$ cat config.mk
export PLATFORM = sky130hd
export DESIGN_NAME = frame_queue_nibble_pulse_encoder
export DESIGN_NICKNAME = d
export VERILOG_FILES = /design/src/hw/rtl/fqnp_pkg.sv /design/src/hw/rtl/fqnp_fifo.sv /design/src/hw/rtl/fqnp_front.sv /design/src/hw/rtl/fqnp_back.sv /design/src/hw/rtl/frame_queue_nibble_pulse_encoder.sv
export SDC_FILE = /design/constraint.sdc
export NUM_CORES = 1
export LEC_CHECK = 0
export CORE_MARGIN = 2
export CORE_UTILIZATION = 45
export DETAILED_ROUTE_END_ITERATION = 8
export DONT_BUFFER_PORTS = 1
export PLACE_DENSITY = 0.65
export SLEW_MARGIN = 10
export SYNTH_ARGS = -nofsm -noshare
export SYNTH_HDL_FRONTEND = slang
export SYNTH_SLANG_ARGS = --single-unit
$ cat constraint.sdc
create_clock -name clk -period 16.4 [get_ports clk]
set_input_delay 2.46 -clock clk [delete_from_list [all_inputs] [get_ports clk]]
set_output_delay 2.46 -clock clk [all_outputs]
set_load 0.005 [all_outputs]
$ cat src/hw/rtl/fqnp_pkg.sv
`timescale 1ns / 1ps

package fqnp_pkg;

  localparam int QUEUE_SLOTS_DEF = 5;
  localparam int SEND_COUNT_DEF  = 3;
  localparam int FIFO_DEPTH_DEF  = 2;

  localparam int DATA_BYTES = 4;
  localparam int CAL_PULSES = 2;
  localparam int MAX_PULSE  = 1100;

  // Nibble position runs from minus the calibration count up to two past the checksum.
  localparam int POS_W  = $clog2(2 * (DATA_BYTES + 2) + 1) + 1;
  localparam int BIDX_W = POS_W - 1;

  localparam logic signed [POS_W-1:0] POS_START = POS_W'(-CAL_PULSES);
  localparam logic [POS_W-1:0] END_POS  = POS_W'(2 * (DATA_BYTES + 1));
  localparam logic [POS_W-1:0] STOP_POS = POS_W'(2 * (DATA_BYTES + 2));

  localparam logic [10:0] MAX_WIDTH = 11'(MAX_PULSE);

  typedef enum logic [1:0] {
    FUNC_PULSE = 2'd0,
    FUNC_ADD   = 2'd1,
    FUNC_ABORT = 2'd2,
    FUNC_QUERY = 2'd3
  } func_t;

  typedef struct packed {
    func_t       func;
    logic [7:0]  cmd;
    logic [31:0] data;
    logic [2:0]  len;
    logic [7:0]  csum;
  } op_t;

  typedef struct packed {
    logic [10:0] pulse_width;
    logic        accepted;
    logic [2:0]  match_count;
    logic [2:0]  free_slots;
  } res_t;

  // Width for each coded nibble value, max * (v + 1) / 17, folded into a table.
  function automatic logic [10:0] pulse_lut(input logic [3:0] v);
    logic [10:0] w;
    case (v)
      4'd0:  w = 11'(MAX_PULSE * 1 / 17);
      4'd1:  w = 11'(MAX_PULSE * 2 / 17);
      4'd2:  w = 11'(MAX_PULSE * 3 / 17);
      4'd3:  w = 11'(MAX_PULSE * 4 / 17);
      4'd4:  w = 11'(MAX_PULSE * 5 / 17);
      4'd5:  w = 11'(MAX_PULSE * 6 / 17);
      4'd6:  w = 11'(MAX_PULSE * 7 / 17);
      4'd7:  w = 11'(MAX_PULSE * 8 / 17);
      4'd8:  w = 11'(MAX_PULSE * 9 / 17);
      4'd9:  w = 11'(MAX_PULSE * 10 / 17);
      4'd10: w = 11'(MAX_PULSE * 11 / 17);
      4'd11: w = 11'(MAX_PULSE * 12 / 17);
      4'd12: w = 11'(MAX_PULSE * 13 / 17);
      4'd13: w = 11'(MAX_PULSE * 14 / 17);
      4'd14: w = 11'(MAX_PULSE * 15 / 17);
      4'd15: w = 11'(MAX_PULSE * 16 / 17);
    endcase
    return w;
  endfunction

endpackage

$ cat src/hw/rtl/fqnp_fifo.sv
`timescale 1ns / 1ps

module fqnp_fifo #(
  parameter int WIDTH = 8,
  parameter int DEPTH = 2
) (
  input  logic             clk,
  input  logic             rst_n,
  input  logic             push,
  input  logic [WIDTH-1:0] wdata,
  output logic             full,
  input  logic             pop,
  output logic [WIDTH-1:0] rdata,
  output logic             empty
);

  localparam int AW = (DEPTH > 1) ? $clog2(DEPTH) : 1;
  localparam int CW = $clog2(DEPTH + 1);

  logic [WIDTH-1:0] mem [DEPTH];
  logic [AW-1:0]    wr_ptr_r, wr_ptr_nxt;
  logic [AW-1:0]    rd_ptr_r, rd_ptr_nxt;
  logic [CW-1:0]    count_r, count_nxt;
  logic             do_push, do_pop;

  assign full    = (count_r == CW'(DEPTH));
  assign empty   = (count_r == '0);
  assign do_push = push && !full;
  assign do_pop  = pop && !empty;
  assign rdata   = mem[rd_ptr_r];

  always_comb begin
    wr_ptr_nxt = wr_ptr_r;
    rd_ptr_nxt = rd_ptr_r;
    count_nxt  = count_r;
    if (do_push) begin
      wr_ptr_nxt = (wr_ptr_r == AW'(DEPTH - 1)) ? '0 : wr_ptr_r + AW'(1);
    end
    if (do_pop) begin
      rd_ptr_nxt = (rd_ptr_r == AW'(DEPTH - 1)) ? '0 : rd_ptr_r + AW'(1);
    end
    if (do_push && !do_pop) begin
      count_nxt = count_r + CW'(1);
    end else if (do_pop && !do_push) begin
      count_nxt = count_r - CW'(1);
    end
  end

  always_ff @(posedge clk) begin
    if (!rst_n) begin
      wr_ptr_r <= '0;
      rd_ptr_r <= '0;
      count_r  <= '0;
    end else begin
      wr_ptr_r <= wr_ptr_nxt;
      rd_ptr_r <= rd_ptr_nxt;
      count_r  <= count_nxt;
    end
  end

  always_ff @(posedge clk) begin
    if (do_push) begin
      mem[wr_ptr_r] <= wdata;
    end
  end

endmodule

$ cat src/hw/rtl/fqnp_front.sv
`timescale 1ns / 1ps

module fqnp_front
  import fqnp_pkg::*;
(
  input  logic [1:0]  func,
  input  logic [7:0]  cmd,
  input  logic [31:0] payload,
  input  logic [7:0]  payload_size,
  input  logic [2:0]  cmd_payload_len,
  output op_t         op
);

  logic [2:0]  len;
  logic [7:0]  keep;
  logic [31:0] data;
  logic [7:0]  csum;

  always_comb begin
    len  = (cmd_payload_len > 3'(DATA_BYTES)) ? 3'(DATA_BYTES) : cmd_payload_len;
    keep = (payload_size > 8'(len)) ? 8'(len) : payload_size;
    csum = cmd;
    for (int b = 0; b < 4; b++) begin
      data[8*b +: 8] = (8'(b) < keep) ? payload[8*b +: 8] : 8'h00;
      csum = csum ^ data[8*b +: 8];
    end
    op.func = func_t'(func);
    op.cmd  = cmd;
    op.data = data;
    op.len  = len;
    op.csum = csum;
  end

endmodule

$ cat src/hw/rtl/fqnp_back.sv
`timescale 1ns / 1ps

module fqnp_back
  import fqnp_pkg::*;
#(
  parameter int QUEUE_SLOTS = QUEUE_SLOTS_DEF,
  parameter int SEND_COUNT  = SEND_COUNT_DEF
) (
  input  logic clk,
  input  logic rst_n,
  input  op_t  op,
  input  logic op_valid,
  input  logic res_ready,
  output logic fire,
  output res_t res
);

  localparam int IW = (QUEUE_SLOTS > 1) ? $clog2(QUEUE_SLOTS) : 1;
  localparam int CW = $clog2(QUEUE_SLOTS + 1);
  localparam int TW = CW + 1;
  localparam int SW = $clog2(SEND_COUNT + 1);

  logic [7:0]  slot_cmd_r   [QUEUE_SLOTS];
  logic [31:0] slot_data_r  [QUEUE_SLOTS];
  logic [7:0]  slot_csum_r  [QUEUE_SLOTS];
  logic [2:0]  slot_len_r   [QUEUE_SLOTS];
  logic [SW-1:0] slot_sends_r [QUEUE_SLOTS];

  logic [IW-1:0]            head_r, head_nxt;
  logic [CW-1:0]            count_r, count_nxt;
  logic signed [POS_W-1:0]  pos_r, pos_nxt;
  logic                     sent_r, sent_nxt;
  logic [3:0]               prev_r, prev_nxt;

  logic [7:0]        hd_cmd, hd_csum, hd_byte;
  logic [31:0]       hd_data, hd_shift;
  logic [2:0]        hd_len;
  logic [SW-1:0]     hd_sends;
  logic [BIDX_W-1:0] bidx;
  logic [4:0]        shamt;
  logic [3:0]        nib, coded;
  logic [POS_W-1:0]  p, tgt;
  logic [TW-1:0]     tail_sum;
  logic [IW-1:0]     tail;
  logic              q_full, do_drop, add_wr, dec_sends;
  logic [10:0]       width;
  logic              ok;
  logic [CW-1:0]     match_cnt;
  logic [TW-1:0]     span;
  logic              hit;

  assign fire = op_valid && res_ready;

  assign hd_cmd   = slot_cmd_r[head_r];
  assign hd_data  = slot_data_r[head_r];
  assign hd_csum  = slot_csum_r[head_r];
  assign hd_len   = slot_len_r[head_r];
  assign hd_sends = slot_sends_r[head_r];
  assign q_full   = (count_r == CW'(QUEUE_SLOTS));

  // Coded nibble at the current position of the head frame.
  always_comb begin
    bidx     = pos_r[POS_W-1:1];
    shamt    = 5'({bidx - BIDX_W'(1), 3'b000});
    hd_shift = hd_data >> shamt;
    if (bidx == '0) begin
      hd_byte = hd_cmd;
    end else if (bidx <= BIDX_W'(DATA_BYTES)) begin
      hd_byte = (bidx > BIDX_W'(4)) ? 8'h00 : hd_shift[7:0];
    end else begin
      hd_byte = hd_csum;
    end
    nib   = pos_r[0] ? hd_byte[7:4] : hd_byte[3:0];
    coded = nib ^ (4'b0001 << pos_r[1:0]);
    tgt   = POS_W'({4'(hd_len) + 4'd1, 1'b0});
  end

  always_comb begin
    tail_sum = TW'(head_r) + TW'(count_r);
    if (tail_sum >= TW'(QUEUE_SLOTS)) begin
      tail_sum = tail_sum - TW'(QUEUE_SLOTS);
    end
    tail = tail_sum[IW-1:0];
  end

  always_comb begin
    head_nxt  = head_r;
    count_nxt = count_r;
    pos_nxt   = pos_r;
    sent_nxt  = sent_r;
    prev_nxt  = prev_r;
    width     = '0;
    ok        = 1'b0;
    do_drop   = 1'b0;
    add_wr    = 1'b0;
    dec_sends = 1'b0;
    p         = '0;
    if (fire) begin
      unique case (op.func)
        FUNC_PULSE: begin
          if (count_r == '0) begin
            width = MAX_WIDTH;
          end else if (sent_r && !pos_r[POS_W-1] && coded == prev_r) begin
            // A repeated nibble is split off by a zero pulse.
            sent_nxt = 1'b0;
          end else if (pos_r[POS_W-1]) begin
            width   = (pos_r <= POS_START) ? 11'd0 : MAX_WIDTH;
            pos_nxt = pos_r + POS_W'(1);
          end else begin
            width    = pulse_lut(coded);
            sent_nxt = 1'b1;
            prev_nxt = coded;
            p        = pos_r + POS_W'(1);
            if (p == tgt) begin
              p = END_POS;
            end
            if (p >= STOP_POS) begin
              if (hd_sends <= SW'(1)) begin
                do_drop = 1'b1;
              end else begin
                dec_sends = 1'b1;
              end
              p = POS_START;
            end
            pos_nxt = p;
          end
        end
        FUNC_ADD: begin
          if (!q_full) begin
            ok        = 1'b1;
            add_wr    = 1'b1;
            count_nxt = count_r + CW'(1);
          end
        end
        FUNC_ABORT: begin
          if (count_r != '0 && hd_cmd == op.cmd) begin
            ok      = 1'b1;
            do_drop = 1'b1;
            pos_nxt = POS_START;
          end
        end
        FUNC_QUERY: begin
        end
        default: begin
        end
      endcase
    end
    if (do_drop) begin
      count_nxt = count_r - CW'(1);
      head_nxt  = (head_r == IW'(QUEUE_SLOTS - 1)) ? '0 : head_r + IW'(1);
    end
  end

  // Frames are counted against the queue as it stands after this word.
  always_comb begin
    match_cnt = '0;
    span      = '0;
    hit       = 1'b0;
    for (int k = 0; k < QUEUE_SLOTS; k++) begin
      if (IW'(k) >= head_nxt) begin
        span = TW'(k) - TW'(head_nxt);
      end else begin
        span = TW'(k) + TW'(QUEUE_SLOTS) - TW'(head_nxt);
      end
      if (add_wr && IW'(k) == tail) begin
        hit = 1'b1;
      end else begin
        hit = (slot_cmd_r[k] == op.cmd);
      end
      if (span < TW'(count_nxt) && hit) begin
        match_cnt = match_cnt + CW'(1);
      end
    end
  end

  always_comb begin
    res.pulse_width = width;
    res.accepted    = ok;
    res.match_count = 3'(match_cnt);
    res.free_slots  = 3'(CW'(QUEUE_SLOTS) - count_nxt);
  end

  always_ff @(posedge clk) begin
    if (!rst_n) begin
      head_r  <= '0;
      count_r <= '0;
      pos_r   <= POS_START;
      sent_r  <= 1'b0;
      prev_r  <= '0;
    end else begin
      head_r  <= head_nxt;
      count_r <= count_nxt;
      pos_r   <= pos_nxt;
      sent_r  <= sent_nxt;
      prev_r  <= prev_nxt;
    end
  end

  always_ff @(posedge clk) begin
    if (add_wr) begin
      slot_cmd_r[tail]   <= op.cmd;
      slot_data_r[tail]  <= op.data;
      slot_csum_r[tail]  <= op.csum;
      slot_len_r[tail]   <= op.len;
      slot_sends_r[tail] <= SW'(SEND_COUNT);
    end else if (dec_sends) begin
      slot_sends_r[head_r] <= hd_sends - SW'(1);
    end
  end

endmodule

$ cat src/hw/rtl/frame_queue_nibble_pulse_encoder.sv
`timescale 1ns / 1ps
// A word is registered in the input queue, and its result in the result queue, before it can be popped.
// Throughput: one word per cycle while the result queue has room; the execute unit works combinationally.
// Two short queues part the input side, the execute unit and the result side.
// Reset (synchronous, active low) empties both queues and the frame queue and puts
// the nibble position back to calibration; frame slot storage is not cleared.

module frame_queue_nibble_pulse_encoder
  import fqnp_pkg::*;
#(
  parameter int QUEUE_SLOTS = QUEUE_SLOTS_DEF,
  parameter int SEND_COUNT  = SEND_COUNT_DEF,
  parameter int FIFO_DEPTH  = FIFO_DEPTH_DEF
) (
  input  logic        clk,
  input  logic        rst_n,
  input  logic        in_push,
  output logic        in_full,
  input  logic [1:0]  in_func,
  input  logic [7:0]  in_cmd,
  input  logic [31:0] in_payload,
  input  logic [7:0]  in_payload_size,
  input  logic [2:0]  in_cmd_payload_len,
  output logic        out_empty,
  input  logic        out_pop,
  output logic [10:0] out_pulse_width,
  output logic        out_accepted,
  output logic [2:0]  out_match_count,
  output logic [2:0]  out_free_slots
);

  op_t  op_in, op_q;
  res_t res_d, res_q;
  logic op_empty, op_pop;
  logic res_full;
  logic [$bits(op_t)-1:0]  op_bits;
  logic [$bits(res_t)-1:0] res_bits;

  fqnp_front u_front (
    .func            (in_func),
    .cmd             (in_cmd),
    .payload         (in_payload),
    .payload_size    (in_payload_size),
    .cmd_payload_len (in_cmd_payload_len),
    .op              (op_in)
  );

  fqnp_fifo #(
    .WIDTH ($bits(op_t)),
    .DEPTH (FIFO_DEPTH)
  ) u_op_fifo (
    .clk   (clk),
    .rst_n (rst_n),
    .push  (in_push),
    .wdata (op_in),
    .full  (in_full),
    .pop   (op_pop),
    .rdata (op_bits),
    .empty (op_empty)
  );

  assign op_q = op_t'(op_bits);

  fqnp_back #(
    .QUEUE_SLOTS (QUEUE_SLOTS),
    .SEND_COUNT  (SEND_COUNT)
  ) u_back (
    .clk       (clk),
    .rst_n     (rst_n),
    .op        (op_q),
    .op_valid  (!op_empty),
    .res_ready (!res_full),
    .fire      (op_pop),
    .res       (res_d)
  );

  fqnp_fifo #(
    .WIDTH ($bits(res_t)),
    .DEPTH (FIFO_DEPTH)
  ) u_res_fifo (
    .clk   (clk),
    .rst_n (rst_n),
    .push  (op_pop),
    .wdata (res_d),
    .full  (res_full),
    .pop   (out_pop),
    .rdata (res_bits),
    .empty (out_empty)
  );

  assign res_q           = res_t'(res_bits);
  assign out_pulse_width = res_q.pulse_width;
  assign out_accepted    = res_q.accepted;
  assign out_match_count = res_q.match_count;
  assign out_free_slots  = res_q.free_slots;

endmodule

; Yosys cells after proc, flatten, opt, wreduce, memory -nomap -nowiden
; Memories as Yosys holds them, arrays and structs flattened. A register that Yosys moved wholly into a read port is not among the register bits.
; Index checks and enable logic that the tools add are counted.
[op_classes]
add_sub_neg = 32
magnitude_cmp = 22
eq_ne = 22
shifts = 2
n_mux = 101
bitwise_logic = 8
n_reduce_logical = 45
[op_table]
columns = cell, count
row1 = $mux W11, 6
row2 = $mux W8, 8
row3 = $mux W5, 11
row4 = $mux W3, 18
row5 = $eq A8 B8 Y1, 6
row6 = $mux W1, 44
row7 = $shr A32 B5 Y8, 1
row8 = $xor A8 B8 Y8, 4
row9 = $mux W4, 6
row10 = $logic_and A1 B1 Y1, 22
row11 = $lt A4 B3 Y1, 5
row12 = $lt A1 B8 Y1 const A, 2
row13 = $lt A2 B8 Y1 const A, 2
row14 = $sub A3 B3 Y4 const A, 4
row15 = $add A3 B1 Y3 const B, 5
row16 = $mux W2, 5
row17 = $pmux W5 S2, 1
row18 = $reduce_and A5 Y1, 2
row19 = $logic_not A1 Y1, 9
row20 = $gt A8 B3 Y1, 1
row21 = $sub A1 B3 Y4 const A, 2
row22 = $sub A2 B1 Y2 const B, 4
row23 = $sub A2 B3 Y4 const A, 2
row24 = $sub A4 B3 Y4 const A, 2
row25 = 40 further kinds, 60
[totals]
reg_bits = 24
ram_bits = 407
rom_bits = 144
in_bits = 57
output_inout_bits = 20
n_memories = 8
[memory_table]
columns = name, depth, word_bits, rd, rd_ports_with_merged_regs, write_ports, line
row1 = u_back.slot_data_r, 5, 32, 1, 1, 1, fqnp_back.sv:24  ; logic [31:0] slot_data_r [QUEUE_SLOTS];
row2 = (name not given), 16, 9, 1, 0, 0, fqnp_pkg.sv:48  ; case (v)
row3 = u_op_fifo.mem, 2, 53, 1, 1, 1, fqnp_fifo.sv:20  ; logic [WIDTH-1:0] mem [DEPTH];
row4 = u_back.slot_cmd_r, 5, 8, 6, 1, 1, fqnp_back.sv:23  ; logic [7:0] slot_cmd_r [QUEUE_SLOTS];
row5 = u_back.slot_csum_r, 5, 8, 1, 1, 1, fqnp_back.sv:25  ; logic [7:0] slot_csum_r [QUEUE_SLOTS];
row6 = u_res_fifo.mem, 2, 18, 1, 1, 1, fqnp_fifo.sv:20
row7 = 2 more memories, --, --, --, --, --, --

; Logic depth before layout (Yosys ltp)
[depth]
depth_word = 34
depth_mapped = 34

; Modules after synthesis
; From an unflattened synthesis, not the netlist that was laid out.
[unflattened]
cells_unflattened = 1408
area_unflattened_um2 = 21348.0
[by_module_without_submodules]
columns = module, n_inst, cells_per_inst, area_per_inst_um2, seq_area_each_um2
row1 = fqnp_back, 1, 1003, 14680.3, 8998.6
row2 = fqnp_fifo at u_op_fifo, 1, 190, 4056.4, 3283.1
row3 = fqnp_fifo at u_res_fifo, 1, 81, 1530.2, 1181.1
row4 = fqnp_front, 1, 132, 1073.5, 0.0
row5 = frame_queue_nibble_pulse_encoder, 1, 2, 7.5, 0.0

; Worst setup path after synthesis
; Ideal clock, no wire load.
[synth_timing]
kind = flip-flop to flip-flop
start = register u_back.count_r[0]
end = memory u_res_fifo.mem[0][5] (netlist bit) (data pin)
setup_time_ns = 0.273
arrival_time_ns = 7.867
setup_slack_ns = 8.261
path_stages_with_launch = 19
synth_period_minus_slack_ns = 8.139
path_cell_list = dfxtp_1 -> ha_1 -> fa_1 -> inv_1 -> ha_1 -> inv_1 -> a21oi_1 -> nor3_1 -> xnor2_1 -> nand2_1 -> nor3_1 -> o221a_2 -> o211ai_4 -> mux2i_1 -> ha_1 -> mux2_2 -> ha_1 -> nand2_1 -> xor3_1
[synth_rtl]
columns = item, line
row1 = start: declaration, fqnp_back.sv:30  ; logic [CW-1:0] count_r, count_nxt;
row2 = start signal: assignment, fqnp_back.sv:192  ; count_r <= count_nxt;
row3 = end: declaration, fqnp_fifo.sv:20

==> flow_metrics.tcl <==
set metrics [dict create \
    place_congestion 0.889 \
    clock-sinks 453 \
    avgSynthCellArea_um2 15.2 \
    critPathKind "reg2reg" \
    finish.net_count 1509 \
    setup_viol 0 \
    yosys_register_bits 453 \
    grt_pass1_wl_mm 68.9 \
    end_kind "register" \
    fin_crit_sh 0.535 \
    slew_viol_final 0 \
    firstDrtPassIters 6 \
    grt_pass1_vias 11400 \
    avgViaCountPerCell 5.64 \
    rsz0062_at_grt "no" \
    critPathRequiredTime_ns 16.72 \
    arrival_ns 9.09 \
    dp_cells 1946 \
    skew_ns 0.0281 \
    crit_fanout 44 \
    antenna_found_initial 0 \
    cts_hold_buffers 0 \
    dp_hpwl_mm 30.7 \
    cpMostUsedCell "ha_1" \
    grt_max_degree 55 \
    synth-async-reset-ratio 0 \
    synth_warnings 0 \
    ff_latch_area_mm2 0.0134 \
    fin_crit_ns 8.77 \
    cts_made_buffers 46 \
    cts_max_level 2 \
    drt_iter0_markers 871 \
    die-area_mm2 0.0481 \
    routed_wl_mm 45.5 \
    n_fill_cell 3764 \
    max_stage_delay_ns 0.73 \
    row_count 78 \
    synth_top_area_share 0.614 \
    synthesis.area_mm2 0.0209 \
    yosysSeqAreaShare 0.639 \
    max-cap-violations 0 \
    multiInputGateArea_mm2 0.00704 \
    power_density_mw_per_mm2 134 \
    drc 0 \
    port_buffers 0 \
    power.leakage_nw 7.74 \
    clockBufferDepth 3 \
    core_area_mm2 0.0456 \
    clk_latency_ns 0.59 \
    synthToLayoutAreaGrowth_pct 10.1 \
    die_width_um 219 \
    worst_pin_slew_ns 1.09 \
    hold_violations 0 \
    layout-drive-gt1-share 0.165 \
    stdcell_count 2028 \
    cts_tree "done" \
    root_buffer "clkbuf_16" \
    grt_overflow_total 0 \
    start_util 0.458 \
    pin_count 77 \
    cp_slowest_cell "clkinv_1" \
    track_usage 0.191 \
    ir_drop_mv 0.0849 \
    yosysTopAreaCell "edfxtp_1" \
    synthTopCellsByArea "edfxtp_1 (61%), mux4_2 (5.1%), mux2_2 (4.1%)" \
    synth_cell_types 80 \
    wl_per_cell_um 22.5 \
    syn-instance-count 1375 \
    antenna_cells 0 \
    clkTransAtPathRegs_ns 0.06 \
    ant_nets 0 \
    final.setup.tns_ns 0 \
    cp_num_buf_inv 5 \
    outcome "finished clean" \
    cts_resized 0 \
    hp-class "reg2reg" \
    cts_setup_buffers 0 \
    num_vias 11400 \
    die_h_um 219 \
    relSlewSlack 0.253 \
    startpoint_type "register" \
    critPathTopFamily "compound AO/OA/AOI/OAI gates" \
    synth_edf_count 427 \
    fmax_mhz 114 \
    synth-main-ff-cell "edfxtp_1" \
]
where the power goes:
part	total, mW	switching [mW]	leakage, nW	internal, mW
logic	0.573	0.355	2.90	0.218
clock network	1.00	0.428	0.707	0.574
registers	1.50	0.0438	4.14	1.46
state kept, by name, summed over array words and instances, names as in the netlist, named ones only:
signal	count
u_back.count_r	3
u_back.head_r	3
u_back.pos_r	5
u_back.prev_r	4
u_back.sent_r	1
u_back.slot_cmd_r	64
u_back.slot_csum_r	40
u_back.slot_data_r	160
u_back.slot_len_r	15
u_back.slot_sends_r	10
u_op_fifo.count_r	2
u_op_fifo.mem	106
u_op_fifo.rd_ptr_r	1
u_op_fifo.wr_ptr_r	1
u_res_fifo.count_r	2
u_res_fifo.mem	32
u_res_fifo.rd_ptr_r	1
u_res_fifo.wr_ptr_r	1
metrics by stage:
stage	power [mW]	util	setup WS [ns]	cell area (um^2)	hold WS (ns)
6_report	3.08	0.504	7.63	23000	0.523
5_1_grt	3.21	0.504	7.28	23000	0.536
4_1_cts	3.10	0.504	7.71	23000	0.509
3_5_place_dp	2.10	0.473	7.74	21500	0.493
3_3_place_gp	2.09	0.473	7.89	21500	0.485
2_1_floorplan	1.92	-	8.26	20900	0.472
layout by cell type (no fill, tap or decap), types with 7 or more instances in the layout:
master and count:
nand4_1 8, a21oi_1 29, nand3_1 25, inv_1 51
nand2b_1 14, nor2b_1 27, dfxtp_1 22, o21ai_0 43
nor2_1 40, a31oi_1 8, or3_1 10, edfxtp_1 427
and3_1 7, o22ai_1 16, and2_1 37, mux2i_1 73
nand2_1 77, ha_1 57, clkbuf_1 9, clkinv_1 14
xor2_1 31, clkbuf_16 46, buf_4 23, xnor2_1 70
mux2_2 76, clkinv_2 9, mux4_2 47
logic make-up (layout without fill, tap and decap cells):
family,count (synthesis),in the layout,share of synthesized area
other,1,2,0.000180
adder cells (fa/ha/maj),58,58,0.0351
buffers and inverters,112,164,0.0251
AO/OA/AOI/OAI,167,167,0.0548
flip-flops,453,453,0.639
multiplexers,197,197,0.127
AND/OR/NAND/NOR,281,281,0.0706
XOR/XNOR,106,106,0.0478
final timing paths:
check / from / endpoint / slack, ns / cells past startpoint
worst min-delay path: u_back.sent_r / u_back.sent_r / 0.52 / 1
worst max-delay path: u_back.head_r[2] / u_res_fifo.mem[0][5] / 7.63 / 30
worst max register to register: u_back.head_r[2] / u_res_fifo.mem[0][5] / 7.63 / 30
worst min register to register: u_back.sent_r / u_back.sent_r / 0.52 / 1
cells in the mapped netlist, types with 10 or more instances:
master / number
mux2i_1: 74
nor2_1: 42
or3_1: 10
clkbuf_1: 22
and2_1: 37
edfxtp_1: 427
nand3_1: 25
inv_1: 53
nand2_1: 77
o21ai_0: 43
mux4_2: 47
a21oi_1: 29
ha_1: 57
xor2_1: 31
buf_2: 13
o22ai_1: 16
mux2_2: 76
xnor2_1: 70
dfxtp_1: 26
nor2b_1: 27
nand2b_1: 14
worst reg2reg max path: cells and delay by family, from the launching register on:
kind / cells / cell delay (ns)
AO/OA/AOI/OAI: 6 / 1.94
buffers and inverters: 5 / 1.64
adder cells (fa/ha/maj): 6 / 1.49
multiplexers: 4 / 1.42
XOR/XNOR: 4 / 0.89
AND/OR/NAND/NOR: 5 / 0.80
flip-flops: 1 / 0.31
layer usage:
metal  part of all wire  up-vias  wire length [um]  track usage
li1                   -     5276                 -            -
met1               0.44     5741             19900        0.260
met2               0.49      361             22100        0.317
met3              0.052       68              2360       0.0292
met4              0.025        0              1160       0.0613
met5                  0        -                 0            0
final cells by class:
| cell class | instances | share of cell area |
|---|---|---|
| Clock inverter | 25 | 0.0102 |
| Clock buffer | 57 | 0.0527 |
| Sequential cell | 453 | 0.581 |
| Multi-Input combinational cell | 811 | 0.306 |
| Inverter | 59 | 0.00990 |
| Tap cell | 600 | 0.0327 |
| Timing Repair Buffer | 23 | 0.00751 |
Power figures use the tool's default switching activity.
